==> src/rtl/smrc_pkg.sv <==
// shared constants for the shutter motor relay controller
package smrc_pkg;

    // number of motor channels
    localparam int CHANNELS = 10;

    // width of the channel mask and relay fields
    localparam int MaskW = 10;

    // working width of per-channel vectors, at least as wide as the fields
    localparam int BitsW = (CHANNELS > MaskW) ? CHANNELS : MaskW;

    // counter and register widths
    localparam int RunW   = 16;
    localparam int GuardW = 12;
    localparam int TickW  = 8;
    localparam int CountW = 4;
    localparam int OpW    = 2;
    localparam int CfgIdxW = 3;
    localparam int CfgDataW = 16;

    // operation codes
    localparam logic [OpW-1:0] OP_TICK = 2'd0;
    localparam logic [OpW-1:0] OP_UP   = 2'd1;
    localparam logic [OpW-1:0] OP_DOWN = 2'd2;

    // configuration register indexes
    localparam logic [CfgIdxW-1:0] CFG_RUN_TIME_LONG  = 3'd0;
    localparam logic [CfgIdxW-1:0] CFG_RUN_TIME_SHORT = 3'd1;
    localparam logic [CfgIdxW-1:0] CFG_LONG_MASK      = 3'd2;
    localparam logic [CfgIdxW-1:0] CFG_GUARD_TICKS    = 3'd3;
    localparam logic [CfgIdxW-1:0] CFG_STAGGER_STEP   = 3'd4;

    // configuration reset values
    localparam logic [RunW-1:0]  RST_RUN_TIME_LONG  = 16'd3500;
    localparam logic [RunW-1:0]  RST_RUN_TIME_SHORT = 16'd2500;
    localparam logic [MaskW-1:0] RST_LONG_MASK      = 10'd49;
    localparam logic [TickW-1:0] RST_GUARD_TICKS    = 8'd30;
    localparam logic [TickW-1:0] RST_STAGGER_STEP   = 8'd20;

endpackage

==> src/rtl/shutter_motor_relay_control.sv <==
// top level of the shutter motor relay controller
//
// Drives a power relay and a direction relay per roller-shutter channel. Each
// item is a tick (advance every channel) or an up/down command for the channels
// set in i_channel_mask; the k-th selected channel in ascending order gets a
// start delay of k times the stagger step. Every item gives one result: the
// relay masks after that item. An item goes through an input register, then
// one pass of per-channel update logic into the channel state, which is also
// the result register; one item can be taken every cycle while the result
// side is not stalled. Configuration writes through the plain write port take
// effect on the next item and are meant for when the block is idle.
module shutter_motor_relay_control (
    input  logic                             i_clk,
    input  logic                             i_rst_n,
    input  logic                             i_in_valid,
    output logic                             o_in_stall,
    input  logic [smrc_pkg::OpW-1:0]         i_operation,
    input  logic [smrc_pkg::MaskW-1:0]       i_channel_mask,
    output logic                             o_out_valid,
    input  logic                             i_out_stall,
    output logic [smrc_pkg::MaskW-1:0]       o_power_mask,
    output logic [smrc_pkg::MaskW-1:0]       o_direction_mask,
    input  logic                             i_cfg_we,
    input  logic [smrc_pkg::CfgIdxW-1:0]     i_cfg_index,
    input  logic [smrc_pkg::CfgDataW-1:0]    i_cfg_data
);

    // channel modes
    typedef enum logic [2:0] {
        MODE_UP_START   = 3'd0,
        MODE_UP         = 3'd1,
        MODE_DOWN_START = 3'd2,
        MODE_DOWN       = 3'd3,
        MODE_STOP_START = 3'd4,
        MODE_STOP       = 3'd5
    } t_mode;

    // per-channel state
    typedef struct packed {
        t_mode                        mode;
        logic [smrc_pkg::RunW-1:0]    run;
        logic [smrc_pkg::GuardW-1:0]  guard;
        logic                         pwr;
        logic                         dir;
    } t_chan;

    // one channel update: tick countdown, start action, then command rules
    function automatic t_chan chan_next(
        input t_chan                        c,
        input logic                         is_tick,
        input logic                         is_up,
        input logic                         is_down,
        input logic [smrc_pkg::GuardW-1:0]  delay,
        input logic [smrc_pkg::RunW-1:0]    run_time,
        input logic [smrc_pkg::TickW-1:0]   guard_ticks
    );
        t_chan n;
        t_mode m;
        n = c;
        if (is_tick) begin
            if (n.guard != '0) begin
                n.guard = n.guard - smrc_pkg::GuardW'(1);
            end else if (n.run != '0) begin
                n.run = n.run - smrc_pkg::RunW'(1);
                n.pwr = 1'b1;
            end else if (n.pwr) begin
                n.pwr   = 1'b0;
                n.dir   = 1'b0;
                n.guard = smrc_pkg::GuardW'(guard_ticks);
            end
        end
        m = n.mode;
        case (m)
            MODE_UP_START, MODE_DOWN_START: begin
                if (delay > n.guard) begin
                    n.guard = delay;
                end
                n.run  = run_time;
                n.dir  = (m == MODE_UP_START);
                n.mode = (m == MODE_UP_START) ? MODE_UP : MODE_DOWN;
                m      = n.mode;
            end
            MODE_STOP_START: begin
                n.dir = 1'b0;
                if (n.pwr) begin
                    n.pwr   = 1'b0;
                    n.guard = smrc_pkg::GuardW'(guard_ticks);
                end
                n.run  = '0;
                n.mode = MODE_STOP;
                m      = MODE_STOP;
            end
            default: begin
            end
        endcase
        case (m)
            MODE_UP: begin
                if (is_down) begin
                    n.mode = (n.run != '0) ? MODE_STOP_START : MODE_DOWN_START;
                end else if (is_up && n.run == '0) begin
                    n.mode = MODE_UP_START;
                end
            end
            MODE_DOWN: begin
                if (is_up) begin
                    n.mode = (n.run != '0) ? MODE_STOP_START : MODE_UP_START;
                end
            end
            default: begin
                if (is_up) begin
                    n.mode = MODE_UP_START;
                end else if (is_down) begin
                    n.mode = MODE_DOWN_START;
                end else begin
                    n.mode = MODE_STOP;
                end
            end
        endcase
        return n;
    endfunction

    // configuration registers
    logic [smrc_pkg::RunW-1:0]   r_run_time_long;
    logic [smrc_pkg::RunW-1:0]   r_run_time_short;
    logic [smrc_pkg::MaskW-1:0]  r_long_mask;
    logic [smrc_pkg::TickW-1:0]  r_guard_ticks;
    logic [smrc_pkg::TickW-1:0]  r_stagger_step;

    // input register
    logic                        r_in_full;
    logic [smrc_pkg::OpW-1:0]    r_op;
    logic [smrc_pkg::MaskW-1:0]  r_mask;

    // channel state and result valid
    t_chan                       r_chan [smrc_pkg::CHANNELS];
    t_chan                       n_chan [smrc_pkg::CHANNELS];
    logic                        r_out_valid;

    logic                        advance;
    logic                        take;
    logic [smrc_pkg::BitsW-1:0]  mask_ext;
    logic [smrc_pkg::BitsW-1:0]  long_ext;
    logic [smrc_pkg::BitsW-1:0]  power_ext;
    logic [smrc_pkg::BitsW-1:0]  dir_ext;

    // handshake: the input register moves on whenever the result slot frees
    assign advance     = r_in_full && (!r_out_valid || !i_out_stall);
    assign o_in_stall  = r_in_full && !advance;
    assign take        = i_in_valid && !o_in_stall;
    assign o_out_valid = r_out_valid;

    // configuration writes
    always_ff @(posedge i_clk) begin
        if (!i_rst_n) begin
            r_run_time_long  <= smrc_pkg::RST_RUN_TIME_LONG;
            r_run_time_short <= smrc_pkg::RST_RUN_TIME_SHORT;
            r_long_mask      <= smrc_pkg::RST_LONG_MASK;
            r_guard_ticks    <= smrc_pkg::RST_GUARD_TICKS;
            r_stagger_step   <= smrc_pkg::RST_STAGGER_STEP;
        end else if (i_cfg_we) begin
            unique case (i_cfg_index)
                smrc_pkg::CFG_RUN_TIME_LONG:  r_run_time_long  <= i_cfg_data;
                smrc_pkg::CFG_RUN_TIME_SHORT: r_run_time_short <= i_cfg_data;
                smrc_pkg::CFG_LONG_MASK:
                    r_long_mask <= i_cfg_data[smrc_pkg::MaskW-1:0];
                smrc_pkg::CFG_GUARD_TICKS:
                    r_guard_ticks <= i_cfg_data[smrc_pkg::TickW-1:0];
                smrc_pkg::CFG_STAGGER_STEP:
                    r_stagger_step <= i_cfg_data[smrc_pkg::TickW-1:0];
                default: begin
                end
            endcase
        end
    end

    // input item register
    always_ff @(posedge i_clk) begin
        if (!i_rst_n) begin
            r_in_full <= 1'b0;
        end else if (take) begin
            r_in_full <= 1'b1;
        end else if (advance) begin
            r_in_full <= 1'b0;
        end
        if (take) begin
            r_op   <= i_operation;
            r_mask <= i_channel_mask;
        end
    end

    // widen masks to the channel count
    assign mask_ext = smrc_pkg::BitsW'(r_mask);
    assign long_ext = smrc_pkg::BitsW'(r_long_mask);

    // per-channel next state, with the staggered start delay
    always_comb begin
        logic                        is_tick;
        logic                        is_up;
        logic                        is_down;
        logic                        sel;
        logic [smrc_pkg::BitsW-1:0]  below;
        logic [smrc_pkg::CountW-1:0] rank;
        logic [smrc_pkg::GuardW-1:0] delay;
        logic [smrc_pkg::RunW-1:0]   run_time;
        is_tick = (r_op == smrc_pkg::OP_TICK);
        is_up   = (r_op == smrc_pkg::OP_UP);
        is_down = (r_op == smrc_pkg::OP_DOWN);
        for (int ch = 0; ch < smrc_pkg::CHANNELS; ch++) begin
            below = '0;
            for (int j = 0; j < ch; j++) begin
                below[j] = mask_ext[j];
            end
            rank     = smrc_pkg::CountW'($countones(below));
            delay    = smrc_pkg::GuardW'(rank) * smrc_pkg::GuardW'(r_stagger_step);
            run_time = long_ext[ch] ? r_run_time_long : r_run_time_short;
            sel      = mask_ext[ch] && (is_up || is_down);
            if (is_tick) begin
                n_chan[ch] = chan_next(r_chan[ch], 1'b1, 1'b0, 1'b0, '0,
                                       run_time, r_guard_ticks);
            end else if (sel) begin
                n_chan[ch] = chan_next(r_chan[ch], 1'b0, is_up, is_down, delay,
                                       run_time, r_guard_ticks);
            end else begin
                n_chan[ch] = r_chan[ch];
            end
        end
    end

    // channel state, which also forms the result register
    always_ff @(posedge i_clk) begin
        if (!i_rst_n) begin
            r_out_valid <= 1'b0;
            for (int ch = 0; ch < smrc_pkg::CHANNELS; ch++) begin
                r_chan[ch] <= '{mode: MODE_STOP, run: '0, guard: '0,
                                pwr: 1'b0, dir: 1'b0};
            end
        end else begin
            if (advance) begin
                r_out_valid <= 1'b1;
                for (int ch = 0; ch < smrc_pkg::CHANNELS; ch++) begin
                    r_chan[ch] <= n_chan[ch];
                end
            end else if (!i_out_stall) begin
                r_out_valid <= 1'b0;
            end
        end
    end

    // relay masks
    always_comb begin
        power_ext = '0;
        dir_ext   = '0;
        for (int ch = 0; ch < smrc_pkg::CHANNELS; ch++) begin
            power_ext[ch] = r_chan[ch].pwr;
            dir_ext[ch]   = r_chan[ch].dir;
        end
    end

    assign o_power_mask     = power_ext[smrc_pkg::MaskW-1:0];
    assign o_direction_mask = dir_ext[smrc_pkg::MaskW-1:0];

endmodule

==> config.mk <==
export PLATFORM = sky130hd
export DESIGN_NAME = shutter_motor_relay_control
export DESIGN_NICKNAME = d
export VERILOG_FILES = /design/src/rtl/smrc_pkg.sv /design/src/rtl/shutter_motor_relay_control.sv
export SDC_FILE = /design/constraint.sdc
export NUM_CORES = 2
export LEC_CHECK = 0
export BUFFER_PORTS_ARGS = -buffer_cell sky130_fd_sc_hd__buf_2
export CAP_MARGIN = 20
export CORE_UTILIZATION = 40
export DETAILED_ROUTE_END_ITERATION = 16
export HOLD_SLACK_MARGIN = 0.03
export PLACE_DENSITY_LB_ADDON = 0.3
export RECOVER_POWER = 50
export SLEW_MARGIN = 10
export SYNTH_ARGS = -nofsm -noshare
export SYNTH_HDL_FRONTEND = slang
export SYNTH_SLANG_ARGS = --single-unit
==> constraint.sdc <==
create_clock -name i_clk -period 10.56 [get_ports i_clk]
set_input_delay 1.584 -clock i_clk [delete_from_list [all_inputs] [get_ports i_clk]]
set_output_delay 1.584 -clock i_clk [all_outputs]
set_load 0.03 [all_outputs]
==> impl_metrics.json <==
{
  "status": "finished, violations left",
  "violations": "max-capacitance violations, max-slew violations",
  "avgSynthCellArea_sq_um": 8.379,
  "rows": 112,
  "finalPower_mw": 5.179,
  "cts_buffers": 53,
  "setup.worst_path.class": "flip-flop to flip-flop",
  "via_count": 34210,
  "synth_enable_flop_cells": 342,
  "worst_pin_slew_ns": 3.873,
  "start_kind": "flip-flop",
  "final_common_cell": "nand2_1",
  "async_flop_share_pct": 0,
  "clock.fmax_ghz": 0.1155,
  "design_area_sq_mm": 0.04060,
  "timing.final.crit_share_pct": 81.98,
  "r2r_setup_slack_ns": 1.90,
  "rsz0062_at_grt": "false",
  "relSlewSlack_pct": -158.2,
  "drive_gt1_share_pct": 6.049,
  "switchingPower_mw": 1.782,
  "hold_path.class": "flip-flop to flip-flop",
  "antenna_found_initial": 1,
  "crit_required_ns": 10.87,
  "grt_util_all_layers_pct": 25.74,
  "cts_max_level": 2,
  "cts-root-buf": "clkbuf_16",
  "numClockSinks": 402,
  "drc": 0,
  "area_delta_synth_final_pct": 7.976,
  "gr-total-overflow": 0,
  "fin_crit_ns": 8.658,
  "synth_area_sq_mm": 0.03760,
  "end_kind": "flip-flop",
  "ant_nets": 0,
  "clk-insertion-delay-late_ns": 0.63,
  "drtIter0Drc": 3587,
  "synthesis.instances": 4488,
  "cts_tree": "done",
  "finalSetupTns_ns": 0,
  "cpMaxStageDelayCell": "xor2_1",
  "synth_flop_cell": "edfxtp_1",
  "synth-seq-cells": 402,
  "path_common_cell": "fa_1",
  "num-fill-cells": 9229,
  "post_drt_wl_per_cell_um": 21.93,
  "yosys_warnings": 0,
  "p_clk_share_pct": 34.0,
  "skew_ns": 0.02808,
  "seqPwrFrac_pct": 38.3,
  "cp_max_fo": 12,
  "start_util_pct": 40.35,
  "peakVddDrop_mv": 0.1085,
  "dieArea_sq_mm": 0.09524,
  "p_sw_share_pct": 34.41,
  "layout_common_cells": "nand2_1 (492), nor2_1 (477), edfxtp_1 (342)",
  "core-area_sq_mm": 0.09319,
  "setup_viol": 0,
  "portBuffers": 57,
  "drtPass1Iterations": 6,
  "p_int_mw": 3.397,
  "cts_resized": 0,
  "hold_slack_ns": 0.4698,
  "slew_viol_final": 454,
  "fin_nets": 4785,
  "seq_area_frac_synth_pct": 30.51,
  "slowest_delay_ns": 0.70,
  "grt_pass1_vias": 32910,
  "power.leakage_nw": 15.90,
  "die_h_um": 308.6,
  "cts_hold_buf": 0,
  "grt_max_degree": 77,
  "hold_violations": 0,
  "combPwrFrac_pct": 27.6,
  "cts.path.max_buffers": 3,
  "power.density_mw_per_mm2": 127.6,
  "place_hpwl_um": 87950,
  "routed_wirelength_um": 125000,
  "viasPerCell": 5.999,
  "place_congestion": 0.9110,
  "post_cts_buffers": 0,
  "syn_nets": 4867,
  "arrival_ns": 8.97,
  "io_pins": 58,
  "path_clk_slew_ns": 0.06,
  "placed_area_sq_mm": 0.03903,
  "cap_violations": 10,
  "grt_pass1_wl_um": 192300,
  "die_w_um": 308.6,
  "ys_types": 96
}
## sequential cells by signal, summed over array words and instances (netlist names), 2 cells and up
| register | count |
|---|---|
| mask_ext | 10 |
| r_chan | 330 |
| r_op | 2 |
| long_ext | 10 |
| r_guard_ticks | 8 |
| r_run_time_long | 16 |
| r_run_time_short | 16 |
| r_stagger_step | 8 |
## cell usage after synthesis (all sizes together) (16+ instances only)
cell type / n / area (sq um)
fa: 83 / 1662
or2: 21 / 131.4
mux2: 29 / 326.6
nand4: 57 / 356.6
xnor2: 145 / 1270
nand2b: 31 / 193.9
and2: 129 / 807.0
dfxtp: 60 / 1201
o221ai: 18 / 157.7
nand3: 111 / 555.5
and3: 22 / 137.6
edfxtp: 342 / 10270
nor3: 164 / 832.1
inv: 290 / 1089
nor2b: 57 / 356.6
nor2: 480 / 1807
mux2i: 162 / 1622
ha: 260 / 3253
o22ai: 23 / 143.9
buf: 56 / 305.3
clkbuf: 231 / 868.3
or4: 36 / 281.5
a221o: 28 / 280.3
o21ai: 173 / 865.8
a21o: 53 / 397.9
o2bb2ai: 22 / 192.7
xor2: 91 / 797.0
nand2: 495 / 1861
o22a: 41 / 359.1
a211oi: 32 / 240.2
a22oi: 34 / 255.2
or3: 16 / 100.1
a21oi: 285 / 1430
nor4: 88 / 590.6
a31oi: 40 / 250.2
a21boi: 45 / 337.8
o211ai: 32 / 240.2
## cell families after synthesis
group                      after synthesis  synth area share (%)
and+or+nand+nor                       1764                 22.63
AOI/OAI and AO/OA                      973                 17.08
buffers and inverters                  579                 6.036
DFF                                    402                 30.51
adders and majority gates              343                 13.07
xor gates and xnor gates               236                 5.497
muxes                                  191                 5.181
## final timing paths
check,from,to,depth (start not counted)
setup reg to reg,mask_ext[0]$_DFFE_PP_,r_chan[9][13]$_SDFFCE_PN0P_,29
hold / removal,r_stagger_step[7]$_SDFFE_PN0P_,r_stagger_step[7]$_SDFFE_PN0P_,2
setup / recovery,mask_ext[0]$_DFFE_PP_,r_chan[9][13]$_SDFFCE_PN0P_,29
hold reg to reg,r_stagger_step[7]$_SDFFE_PN0P_,r_stagger_step[7]$_SDFFE_PN0P_,2
## through the flow
stage | setup slack, ns | instances | util [%]
final | 1.902 | 5702 | 43.57
after global routing | 1.277 | 5701 | 43.57
after CTS | 1.873 | 5697 | 43.63
after detailed placement | 1.873 | 5601 | 41.89
after global placement | 2.081 | 5601 | 41.89
after floorplan | 2.606 | 4488 | -
## power groups by stage
stage	clock, mW	combinational [mW]	sequential, mW
6_report	1.76	1.43	1.99
5_1_grt	1.84	1.61	2.00
4_1_cts	1.78	1.42	1.98
3_5_place_dp	0	1.41	2.01
3_3_place_gp	0	1.39	2.01
2_1_floorplan	0	1.07	1.96
## critical path, delay by kind of cell (launching register included)
family                   cells  cell delay (ns)
AO/OA/AOI/OAI                4             0.69
AND/OR/NAND/NOR             10             1.22
buffers and inverters        4             0.48
XOR/XNOR                     3             1.47
flip-flops                   1             0.60
adder cells (fa/ha/maj)      8             3.89
## metal layers
layer  vias to the layer above  share of wire, %  global-route usage [%]
met4                         0               3.8                   9.788
li1                      15960                 -                       -
met1                     16440                43                   34.55
met5                         -                 0                       0
met3                       305               8.1                   3.946
met2                      1504                46                   41.61
## area by class of cell
cell class | count | area [sq um] | area share, %
multi-input cells | 3507 | 23920 | 58.91
inverters | 292 | 1096 | 2.699
diodes | 1 | 2.502 | 0.006163
well taps | 1254 | 1569 | 3.864
flip-flops and latches | 402 | 11470 | 28.26
clock inverters | 23 | 201.4 | 0.4961
clock buffers | 73 | 1421 | 3.501
repair buffers | 150 | 922.1 | 2.271
Note: power is estimated with default switching activity, not from simulation.
